<file path="src/spq_pkg.sv">
`default_nettype none

package spq_pkg;

    localparam int PRIO_W    = 32;
    localparam int DATA_W    = 16;
    localparam int COUNT_W   = 5;
    localparam int KIND_W    = 2;
    localparam int STATUS_W  = 2;
    localparam int S_TDATA_W = 48;
    localparam int M_TDATA_W = 64;

    typedef enum logic [KIND_W-1:0] {
        KIND_INSERT = 2'd0,
        KIND_REMOVE = 2'd1,
        KIND_PEEK   = 2'd2,
        KIND_CLEAR  = 2'd3
    } kind_t;

    typedef enum logic [STATUS_W-1:0] {
        STATUS_OK    = 2'd0,
        STATUS_FULL  = 2'd1,
        STATUS_EMPTY = 2'd2
    } status_t;

    typedef enum logic [1:0] {
        ST_IDLE,
        ST_EXEC,
        ST_RESP
    } state_t;

    // controller to datapath
    typedef struct packed {
        logic capture;
        logic execute;
    } dp_cmd_t;

endpackage

`default_nettype wire

</file>
<file path="src/spq_ctrl.sv">
`default_nettype none

module spq_ctrl (
    input  wire logic            aclk,
    input  wire logic            aresetn,
    input  wire logic            s_tvalid,
    output logic                 s_tready,
    output logic                 m_tvalid,
    input  wire logic            m_tready,
    output spq_pkg::dp_cmd_t     cmd
);

    spq_pkg::state_t state_reg;
    spq_pkg::state_t state_next;

    always_ff @(posedge aclk) begin
        if (!aresetn) begin
            state_reg <= spq_pkg::ST_IDLE;
        end else begin
            state_reg <= state_next;
        end
    end

    always_comb begin
        state_next  = state_reg;
        s_tready    = 1'b0;
        m_tvalid    = 1'b0;
        cmd.capture = 1'b0;
        cmd.execute = 1'b0;
        unique case (state_reg)
            spq_pkg::ST_IDLE: begin
                s_tready = 1'b1;
                if (s_tvalid) begin
                    cmd.capture = 1'b1;
                    state_next  = spq_pkg::ST_EXEC;
                end
            end
            spq_pkg::ST_EXEC: begin
                cmd.execute = 1'b1;
                state_next  = spq_pkg::ST_RESP;
            end
            spq_pkg::ST_RESP: begin
                m_tvalid = 1'b1;
                if (m_tready) begin
                    state_next = spq_pkg::ST_IDLE;
                end
            end
            default: begin
                state_next = spq_pkg::ST_IDLE;
            end
        endcase
    end

endmodule

`default_nettype wire

</file>
<file path="src/spq_datapath.sv">
`default_nettype none

module spq_datapath #(
    parameter int CAPACITY = 16
) (
    input  wire logic                           aclk,
    input  wire logic                           aresetn,
    input  wire spq_pkg::dp_cmd_t               cmd,
    input  wire logic [spq_pkg::KIND_W-1:0]     in_kind,
    input  wire logic [spq_pkg::PRIO_W-1:0]     in_priority,
    input  wire logic [spq_pkg::DATA_W-1:0]     in_data,
    output logic [spq_pkg::STATUS_W-1:0]        status,
    output logic [spq_pkg::DATA_W-1:0]          front_data,
    output logic [spq_pkg::PRIO_W-1:0]          front_priority,
    output logic [spq_pkg::COUNT_W-1:0]         count,
    output logic                                is_full,
    output logic                                is_empty
);

    localparam int CNT_W = $clog2(CAPACITY + 1);

    spq_pkg::kind_t                   kind_reg;
    logic signed [spq_pkg::PRIO_W-1:0] prio_reg;
    logic [spq_pkg::DATA_W-1:0]       data_reg;

    logic signed [spq_pkg::PRIO_W-1:0] prio_cell_reg  [CAPACITY];
    logic signed [spq_pkg::PRIO_W-1:0] prio_cell_next [CAPACITY];
    logic [spq_pkg::DATA_W-1:0]        data_cell_reg  [CAPACITY];
    logic [spq_pkg::DATA_W-1:0]        data_cell_next [CAPACITY];

    logic [CNT_W-1:0]            count_reg;
    logic [CNT_W-1:0]            count_next;
    spq_pkg::status_t            status_reg;
    spq_pkg::status_t            status_next;

    logic [CAPACITY-1:0]         take;
    logic                        full;
    logic                        empty;

    assign full  = (count_reg == CNT_W'(CAPACITY));
    assign empty = (count_reg == '0);

    always_ff @(posedge aclk) begin
        if (cmd.capture) begin
            kind_reg <= spq_pkg::kind_t'(in_kind);
            prio_reg <= in_priority;
            data_reg <= in_data;
        end
    end

    // take[i]: the new entry lands at or before cell i; monotone over the row
    genvar i;
    generate
        for (i = 0; i < CAPACITY; i++) begin : g_cell
            assign take[i] = (CNT_W'(i) >= count_reg) || (prio_reg < prio_cell_reg[i]);

            always_comb begin
                prio_cell_next[i] = prio_cell_reg[i];
                data_cell_next[i] = data_cell_reg[i];
                case (kind_reg)
                    spq_pkg::KIND_INSERT: begin
                        if (!full && take[i]) begin
                            if (i == 0) begin
                                prio_cell_next[i] = prio_reg;
                                data_cell_next[i] = data_reg;
                            end else if (take[(i > 0) ? i - 1 : 0]) begin
                                prio_cell_next[i] = prio_cell_reg[(i > 0) ? i - 1 : 0];
                                data_cell_next[i] = data_cell_reg[(i > 0) ? i - 1 : 0];
                            end else begin
                                prio_cell_next[i] = prio_reg;
                                data_cell_next[i] = data_reg;
                            end
                        end
                    end
                    spq_pkg::KIND_REMOVE: begin
                        if (!empty && (i < CAPACITY - 1)) begin
                            prio_cell_next[i] =
                                prio_cell_reg[(i < CAPACITY - 1) ? i + 1 : i];
                            data_cell_next[i] =
                                data_cell_reg[(i < CAPACITY - 1) ? i + 1 : i];
                        end
                    end
                    default: begin
                    end
                endcase
            end

            always_ff @(posedge aclk) begin
                if (cmd.execute) begin
                    prio_cell_reg[i] <= prio_cell_next[i];
                    data_cell_reg[i] <= data_cell_next[i];
                end
            end
        end
    endgenerate

    always_comb begin
        count_next  = count_reg;
        status_next = spq_pkg::STATUS_OK;
        case (kind_reg)
            spq_pkg::KIND_INSERT: begin
                if (full) begin
                    status_next = spq_pkg::STATUS_FULL;
                end else begin
                    count_next = count_reg + 1'b1;
                end
            end
            spq_pkg::KIND_REMOVE: begin
                if (empty) begin
                    status_next = spq_pkg::STATUS_EMPTY;
                end else begin
                    count_next = count_reg - 1'b1;
                end
            end
            spq_pkg::KIND_PEEK: begin
                if (empty) begin
                    status_next = spq_pkg::STATUS_EMPTY;
                end
            end
            default: begin
                count_next = '0;
            end
        endcase
    end

    always_ff @(posedge aclk) begin
        if (!aresetn) begin
            count_reg <= '0;
        end else if (cmd.execute) begin
            count_reg <= count_next;
        end
    end

    always_ff @(posedge aclk) begin
        if (cmd.execute) begin
            status_reg <= status_next;
        end
    end

    assign status         = status_reg;
    assign front_data     = empty ? '0 : data_cell_reg[0];
    assign front_priority = empty ? '0 : prio_cell_reg[0];
    assign count          = spq_pkg::COUNT_W'(count_reg);
    assign is_full        = full;
    assign is_empty       = empty;

    a_count_bound: assert property (@(posedge aclk) disable iff (!aresetn)
        count_reg <= CNT_W'(CAPACITY))
        else $error("entry count above capacity");

    a_insert_grows: assert property (@(posedge aclk) disable iff (!aresetn)
        (cmd.execute && kind_reg == spq_pkg::KIND_INSERT && !full)
        |=> count_reg == CNT_W'($past(count_reg) + 1'b1))
        else $error("accepted insert did not add an entry");

    a_front_sorted: assert property (@(posedge aclk) disable iff (!aresetn)
        (count_reg >= CNT_W'(2)) |-> (prio_cell_reg[0] <= prio_cell_reg[1]))
        else $error("front cells out of priority order");

endmodule

`default_nettype wire

</file>
<file path="src/sorted_priority_queue_top.sv">
// Bounded priority queue of CAPACITY entries, each a signed Q16.16 priority and a
// 16-bit tag, held in a row of cells sorted smallest priority first; equal priorities
// leave in arrival order. Each input transfer carries one operation in s_tuser (insert,
// remove front, peek, clear) and yields exactly one result transfer with the status,
// the front entry (zero when empty), the count and the full and empty flags, all as
// they stand after the operation. An insert into a full queue is dropped with status
// full; remove or peek on an empty queue returns status empty. Each item passes through
// three steps: one to capture the request, one in which every cell compares against
// the new priority in parallel and shifts or loads, and one to present the result; a
// stalled result holds off the next input transfer.
`default_nettype none

module sorted_priority_queue_top #(
    parameter int CAPACITY = 16
) (
    input  wire logic                            aclk,
    input  wire logic                            aresetn,
    input  wire logic                            s_tvalid,
    output logic                                 s_tready,
    input  wire logic [spq_pkg::S_TDATA_W-1:0]   s_tdata,  // priority_req, entry_data
    input  wire logic [spq_pkg::KIND_W-1:0]      s_tuser,  // kind
    output logic                                 m_tvalid,
    input  wire logic                            m_tready,
    // status, front_data, front_priority, count, is_full, is_empty, zero fill
    output logic [spq_pkg::M_TDATA_W-1:0]        m_tdata
);

    spq_pkg::dp_cmd_t                   cmd;
    logic [spq_pkg::STATUS_W-1:0]       status;
    logic [spq_pkg::DATA_W-1:0]         front_data;
    logic [spq_pkg::PRIO_W-1:0]         front_priority;
    logic [spq_pkg::COUNT_W-1:0]        count;
    logic                               is_full;
    logic                               is_empty;

    spq_ctrl u_ctrl (
        .aclk     (aclk),
        .aresetn  (aresetn),
        .s_tvalid (s_tvalid),
        .s_tready (s_tready),
        .m_tvalid (m_tvalid),
        .m_tready (m_tready),
        .cmd      (cmd)
    );

    spq_datapath #(
        .CAPACITY (CAPACITY)
    ) u_datapath (
        .aclk           (aclk),
        .aresetn        (aresetn),
        .cmd            (cmd),
        .in_kind        (s_tuser),
        .in_priority    (s_tdata[spq_pkg::PRIO_W-1:0]),
        .in_data        (s_tdata[spq_pkg::PRIO_W +: spq_pkg::DATA_W]),
        .status         (status),
        .front_data     (front_data),
        .front_priority (front_priority),
        .count          (count),
        .is_full        (is_full),
        .is_empty       (is_empty)
    );

    assign m_tdata = {7'd0, is_empty, is_full, count, front_priority, front_data, status};

endmodule

`default_nettype wire
</file>
<file path="config.mk">
export PLATFORM = sky130hd
export DESIGN_NAME = sorted_priority_queue_top
export DESIGN_NICKNAME = d
export VERILOG_FILES = /design/src/spq_pkg.sv /design/src/spq_ctrl.sv /design/src/spq_datapath.sv /design/src/sorted_priority_queue_top.sv
export SDC_FILE = /design/constraint.sdc
export NUM_CORES = 2
export LEC_CHECK = 0
export BUFFER_PORTS_ARGS = -buffer_cell sky130_fd_sc_hd__buf_4
export CAP_MARGIN = 30
export CORE_MARGIN = 5
export CORE_UTILIZATION = 35
export DETAILED_ROUTE_END_ITERATION = 8
export PLACE_DENSITY = 0.62
export SETUP_SLACK_MARGIN = 0.02
export SLEW_MARGIN = 10
export SYNTH_ARGS = -nofsm -noshare
export SYNTH_HDL_FRONTEND = slang
export SYNTH_HIERARCHICAL = 1
export SYNTH_SLANG_ARGS = --single-unit
</file>
<file path="constraint.sdc">
create_clock -name aclk -period 18.7 [get_ports aclk]
set_input_delay 0.935 -clock aclk [delete_from_list [all_inputs] [get_ports aclk]]
set_output_delay 0.935 -clock aclk [all_outputs]
set_load 0.02 [all_outputs]
</file>
=== Word-level counts from Yosys, hierarchy flattened ===
Memories as Yosys holds them, arrays and structs flattened.
Index checks and enable logic that the tools add are counted.

* Order comparisons: 32
* Bitwise gates (word level): 1
* Mux-type cells: 142
* Reductions and logical operators: 39
* Add/sub/neg operators: 2
* Equality and inequality tests: 9

{| class="wikitable"
|+ Operator list
! operator !! count
|-
| 32-bit 2-to-1 mux || 48
|-
| 32-bit case mux with 2 select lines || 15
|-
| 16-bit 2-to-1 mux || 48
|-
| 32-bit less-than comparator || 16
|-
| 16-bit case mux with 2 select lines || 15
|-
| 4-bit by 5-bit >= comparator with 1-bit output (first input constant) || 8
|-
| 3-bit by 5-bit >= comparator with 1-bit output (first input constant) || 4
|-
| 1-bit logical AND || 16
|-
| 1-bit logical OR || 16
|-
| 5-bit case mux with 3 select lines || 1
|-
| 1-bit by 5-bit >= comparator with 1-bit output (first input constant) || 2
|-
| 2-bit by 5-bit >= comparator with 1-bit output (first input constant) || 2
|-
| 5-bit 2-to-1 mux || 2
|-
| 1-bit 2-to-1 mux || 8
|-
| 2-bit inequality test (second input constant) || 4
|-
| 2-bit 2-to-1 mux || 3
|-
| 2-bit case mux with 3 select lines || 1
|-
| 5-bit by 1-bit adder with 5-bit output (second input constant) || 1
|-
| 5-bit == test (second input constant) || 1
|-
| 5-bit zero test || 1
|-
| 5-bit by 1-bit subtractor with 5-bit output (second input constant) || 1
|-
| 2-bit by 1-bit == test with 1-bit output (second input constant) || 2
|-
| 2-bit == test (second input constant) || 2
|-
| 2-bit zero test || 2
|-
| 6 further kinds || 6
|}

* Bits in registers: 59
* Word-level logic and storage cells: 233
* RAM bits: 768
* Memories: 2
* Bits of input ports: 54
* Output and inout bits: 66

{| class="wikitable"
|+ Memory list
! memory !! depth !! width !! rd ports !! clocked after Yosys merged registers in !! write ports !! RTL line !! source
|-
| u_datapath.prio_cell_reg || 16 || 32 || 16 || 0 || 16 || spq_datapath.sv:26 || <nowiki>logic signed [spq_pkg::PRIO_W-1:0] prio_cell_reg [CAPACITY];</nowiki>
|-
| u_datapath.data_cell_reg || 16 || 16 || 16 || 0 || 16 || spq_datapath.sv:28 || <nowiki>logic [spq_pkg::DATA_W-1:0] data_cell_reg [CAPACITY];</nowiki>
|}

=== Logic depth before layout (Yosys ltp) ===
An unclocked memory read counts as a cell.

* Depth in word-level cells: 6
* Mapped depth: 13
* Mapped depth without buffers: 10

=== Hierarchy ===
Netlist, hierarchy kept.

{| class="wikitable"
|+ By module, submodules not included
! module !! times used !! cells an instance !! area an instance (µm²) !! seq. area each (µm²)
|-
| spq_datapath || 1 || 5263 || 53572.6 || 24723.7
|-
| spq_ctrl || 1 || 9 || 92.6 || 40.0
|-
| sorted_priority_queue_top || 1 || 10 || 71.3 || 0.0
|}

=== Worst setup path before layout ===
OpenSTA, ideal clock, no wires.

* Path kind: register to register
* Start point: register u_datapath/prio_reg[9] (netlist name)
* End point: memory u_datapath/data_cell_reg[1][112] (netlist name) (enable)
* Path buffers: 0
* Data required time: 18.174 ns
* Cell stages (with the launch flop): 10
* Library setup time: 0.526 ns
* Setup slack: 12.438 ns
* Period minus slack after synthesis: 6.262 ns
* Data arrival time: 5.736 ns
* Cells stage by stage: edfxtp_1 > ha_1 > a21o_1 > a21o_1 > a211oi_1 > o21ai_0 > o211ai_1 > a21oi_1 > mux2_2 > a211oi_1

{| class="wikitable"
|+ RTL lines
! element !! RTL line
|-
| to (decl) || spq_datapath.sv:28
|}

==> out/qor_table.md <==
| Metric | Reported |
|---|---|
| Worst rel slew slack | 14.0% |
| Share of final-layout standard cells stronger than drive strength 1 | 8.70% |
| Insertion delay to the later sink of the worst-skew pair | 730 ps |
| Clock buffer count from CTS | 94 |
| HPWL after DPL | 117000 um |
| Internal power summed over all cells | 3.32 mW |
| Global route total overflow | 0 |
| Status | finished, final reports clean |
| Register area share after synthesis | 46.1% |
| Cell taking the most area after synthesis | sky130_fd_sc_hd__edfxtp_1 |
| Number of enable flip-flop cells after synthesis | 820 |
| Core region area | 0.152 sq mm |
| Max reg flops | 512 |
| Number of instances in the synthesized netlist | 5282 |
| Total number of vias | 42000 |
| Post-synth top flop | sky130_fd_sc_hd__edfxtp_1 |
| Compound-cell area share of the yosys netlist | 14.3% |
| Register bit total from synthesis | 827 |
| Min setup slack post-route | 13210 ps |
| Fillers | 14800 |
| Number of post-CTS setup repair buffers | 0 |
| Unique masters post-synth | 70 |
| Most used cell, CP | sky130_fd_sc_hd__buf_4 |
| R2r endpoint | u_datapath/prio_cell_reg[0][112]$_DFFE_PP_ |
| Adder-cell share of the synthesized area | 11.8% |
| Final clock period utilization by the worst path | 29.4% |
| Multiplexer share of the synthesized area | 11.6% |
| Number of cells traversed by the worst register-to-register path | 11 |
| Total power density per cell area | 77.6 mW/mm^2 |
| CP max-delay cell | sky130_fd_sc_hd__nor2_4 |
| Tightest Hold Check Type | primary input to flop |
| Largest net degree at the start of global routing | 251 |
| Final routed DRC violation total | 0 |
| Transition time at the pin with the least slew margin | 1290 ps |
| Quantity of hold-fixing buffers added after cts | 0 |
| P_leak | 24.7 nW |
| RePlAce Congestion | 0.929 |
| Width of the die | 402 um |
| R2r startpoint | u_datapath/prio_reg[15]$_DFFE_PP_ |
| Number of placed I/O pins | 120 |
| H-Tree Depth | 3 |
| Endpoint kind of the worst setup timing path | flop |
| ANT nets after route | 0 |
| Slack of the worst reg-to-reg path | 13210 ps |
| Min cycle time layout | 5490 ps |
| Fmax | 0.182 GHz |
| Layout-stage area growth over the synthesis result | 11.5% |
| Total routing resource utilization after global routing | 20.9% |
| Die Footprint | 0.161 sq mm |
| Sum of buffers and inverters on the critical path | 3 |
| Critical path launch point type | flop |
| First element of the critical path | u_datapath/prio_reg[15]$_DFFE_PP_ |
| Overall power consumption | 4.65 mW |
| Clk pwr share | 37.9% |
| Maximum cell stage delay along the critical path | 680 ps |
| Top cell type's share of synthesized area | 45.8% |
| Net Switching | 1.33 mW |
| Total cell area at the placement stage | 0.0570 sq mm |
| Detailed-router iteration count before antenna repair | 6 |
| Worst-path maximum fanout | 28 |
| Effective utilization at floorplan | 35.3% |
| Warnings, synthesis | 6 |
| Cell class contributing the biggest share of worst-path delay | buffers and inverters |
| Clock tree root buffer cell | sky130_fd_sc_hd__clkbuf_16 |
| Worst-case setup slack after placement | 13230 ps |
| Crit Path Class | flop to flop |
| Synth area leaders | sky130_fd_sc_hd__edfxtp_1 (46%), sky130_fd_sc_hd__ha_1 (12%), sky130_fd_sc_hd__mux2i_1 (11%) |
| Depth of the worst hold-timing path | 1 |
| Max cap viols | 0 |
| DR vias/cell | 5.70 |
| End of the critical path | u_datapath/prio_cell_reg[0][112]$_DFFE_PP_ |
| Clock tree from TritonCTS | built |
| Number of buffers between clock root and the deepest sink | 3 |
| Number of endpoints failing setup at the final stage | 0 |
| Via count of the first global-routing pass | 40700 |
| Final Max Tran Viols | 0 |
| Register clock-pin slew on the reported worst setup and hold paths | 70 ps |
| Combinational share of power | 15.4% |
| Vertical die dimension | 402 um |
| Sequential power share | 46.7% |
| Routed wire length per instance | 23.9 um |
| Gates resized, CTS repair | 0 |
| Area share of and/or/nand/nor cells after synthesis | 9.81% |
| Critical path data required time | 19030 ps |
| Worst Skew | 41.9 ps |
| First-pass GRT wire length | 260000 um |
| Count of buffers from port buffering | 112 |
| Share of synthesized registers carrying an async set or reset | 0% |
| Stages on the worst setup path | 11 |
| Cells along the critical path | buf_4, ha_1, and4_1, a221oi_1, o21ai_0, a21oi_1, mux2i_4, buf_4, nor2_1, nor2_4, buf_4 |
| Max IR drop VDD | 0.0000633 V |
| Cell row count | 143 |
| Post-route design area | 0.0599 sq mm |
| Setup repair after global routing missed its margin | false |
| Xor and xnor area share after synthesis | 0.0163% |
| Main combinational cell family by area after synthesis | compound AO/OA/AOI/OAI gates |
| Count of nets after finishing | 5818 |
| Final hold violations | 0 |
| Detailed Route Iter0 Violations | 4702 |
| Switching share of power | 28.5% |
| Signal arrival time at the worst endpoint | 5810 ps |
| Total Routed Length | 176000 um |
| Combined area of all synthesized cells | 0.0537 sq mm |
| Number of antenna violations at the first check in global routing | 9 |
| Sinks on the clock net | 827 |
| Mean Syn Cell Area | 10.2 sq um |
| Total negative slack for setup checks | 0 ps |
cell usage after synthesis, types with 5 or more instances:
cell type,instances
sky130_fd_sc_hd__mux2i_1,564
sky130_fd_sc_hd__a31oi_1,38
sky130_fd_sc_hd__a32o_1,31
sky130_fd_sc_hd__ha_1,505
sky130_fd_sc_hd__a211oi_1,21
sky130_fd_sc_hd__and3_1,21
sky130_fd_sc_hd__o21a_1,12
sky130_fd_sc_hd__a31o_2,18
sky130_fd_sc_hd__a2111oi_0,7
sky130_fd_sc_hd__nand4_1,64
sky130_fd_sc_hd__nand3_1,80
sky130_fd_sc_hd__o31ai_1,9
sky130_fd_sc_hd__and4_1,20
sky130_fd_sc_hd__a21o_1,80
sky130_fd_sc_hd__buf_2,58
sky130_fd_sc_hd__clkbuf_1,254
sky130_fd_sc_hd__o211ai_1,9
sky130_fd_sc_hd__edfxtp_1,820
sky130_fd_sc_hd__dfxtp_1,7
sky130_fd_sc_hd__buf_6,7
sky130_fd_sc_hd__inv_1,527
sky130_fd_sc_hd__buf_1,6
sky130_fd_sc_hd__a22o_1,32
sky130_fd_sc_hd__nand2b_1,67
sky130_fd_sc_hd__nor2b_1,15
sky130_fd_sc_hd__a21oi_1,266
sky130_fd_sc_hd__a221oi_1,34
sky130_fd_sc_hd__o21ai_1,24
sky130_fd_sc_hd__o21ai_0,533
sky130_fd_sc_hd__a2111o_1,5
sky130_fd_sc_hd__nand2_1,647
sky130_fd_sc_hd__nor2_1,243
sky130_fd_sc_hd__a22oi_1,32
sky130_fd_sc_hd__nor4_1,7
sky130_fd_sc_hd__or4_1,5
sky130_fd_sc_hd__a221o_1,6
sky130_fd_sc_hd__nor3_1,19
sky130_fd_sc_hd__mux2_2,51
sky130_fd_sc_hd__o221ai_1,52
sky130_fd_sc_hd__and2_1,5
sky130_fd_sc_hd__buf_4,18
sky130_fd_sc_hd__a2bb2oi_1,17
worst reg2reg max path: cells and delay by family (launching register included):
| kind | cells | cell delay [ps] |
|---|---|---|
| AO/OA/AOI/OAI | 3 | 1290 |
| adder cells (fa/ha/maj) | 1 | 310 |
| buffers and inverters | 3 | 1530 |
| flip-flops | 1 | 580 |
| multiplexers | 1 | 270 |
| AND/OR/NAND/NOR | 3 | 1080 |
cell usage in the layout (no fill, tap or decap), drive strengths merged, types with 34 or more instances in the layout:
cell | netlist | routed
edfxtp | 820 | 820
nand2 | 647 | 647
mux2i | 565 | 565
o21ai | 557 | 557
inv | 527 | 532
ha | 505 | 505
a21oi | 266 | 266
nor2 | 243 | 243
buf | 90 | 219
clkbuf | 254 | 120
nand3 | 80 | 80
a21o | 80 | 80
nand2b | 67 | 67
nand4 | 64 | 64
o221ai | 52 | 52
mux2 | 51 | 51
clkinv | 1 | 43
a31oi | 38 | 38
a221oi | 34 | 34
layout make-up:
type	instances	area (sq um)	area share [%]
tap	2030	2540	4.24
inverter	528	1990	3.32
antenna	2	5.00	0.00835
sequential	827	24800	41.3
timing repair buffer	219	1880	3.14
clock inverter	52	314	0.524
multi-input combinational	3589	25900	43.3
clock buffer	120	2500	4.17
layer usage:
layer / global-route usage [%] / wire [um]
met1: 29.8 / 77900
met2: 31.4 / 75800
met3: 4.50 / 16000
met4: 7.17 / 6340
met5: 0 / 20
how the worst min path moves through the flow:
stage | from | endpoint | slack (ps)
2_1_floorplan | u_datapath/data_cell_reg[1][116]$_DFFE_PP_ | u_datapath/data_cell_reg[1][100]$_DFFE_PP_ | 500
3_3_place_gp | u_datapath/data_cell_reg[1][123]$_DFFE_PP_ | u_datapath/data_cell_reg[1][107]$_DFFE_PP_ | 510
5_1_grt | s_tdata[45] | u_datapath/data_reg[13]$_DFFE_PP_ | 360
3_5_place_dp | u_datapath/data_cell_reg[1][127]$_DFFE_PP_ | u_datapath/data_cell_reg[1][111]$_DFFE_PP_ | 510
4_1_cts | s_tdata[47] | u_datapath/data_reg[15]$_DFFE_PP_ | 350
6_report | s_tdata[45] | u_datapath/data_reg[13]$_DFFE_PP_ | 400
power groups by stage:
| stage | combinational, mW | clock, mW | sequential (mW) |
|---|---|---|---|
| after floorplan | 0.436 | 0 | 2.21 |
| after global placement | 0.678 | 0 | 2.21 |
| after detailed placement | 0.700 | 0 | 2.21 |
| after CTS | 0.703 | 1.79 | 2.17 |
| after global routing | 0.779 | 1.87 | 2.17 |
| final | 0.718 | 1.76 | 2.17 |
kinds of logic after synthesis:
logic type / Yosys count
AO/OA/AOI/OAI: 1254
AND/OR/NAND/NOR: 1206
buffers and inverters: 872
flip-flops: 827
multiplexers: 616
adder cells (fa/ha/maj): 505
other: 1
XOR/XNOR: 1
stage by stage:
step,util (%),cells,hold WS [ps]
floorplan,-,5288,500
global placement,37.3,7178,507
detailed placement,37.4,7189,512
CTS,39.3,7361,354
global route,39.3,7365,363
finish,39.4,7367,404
Note: power is estimated with default switching activity, not from simulation.
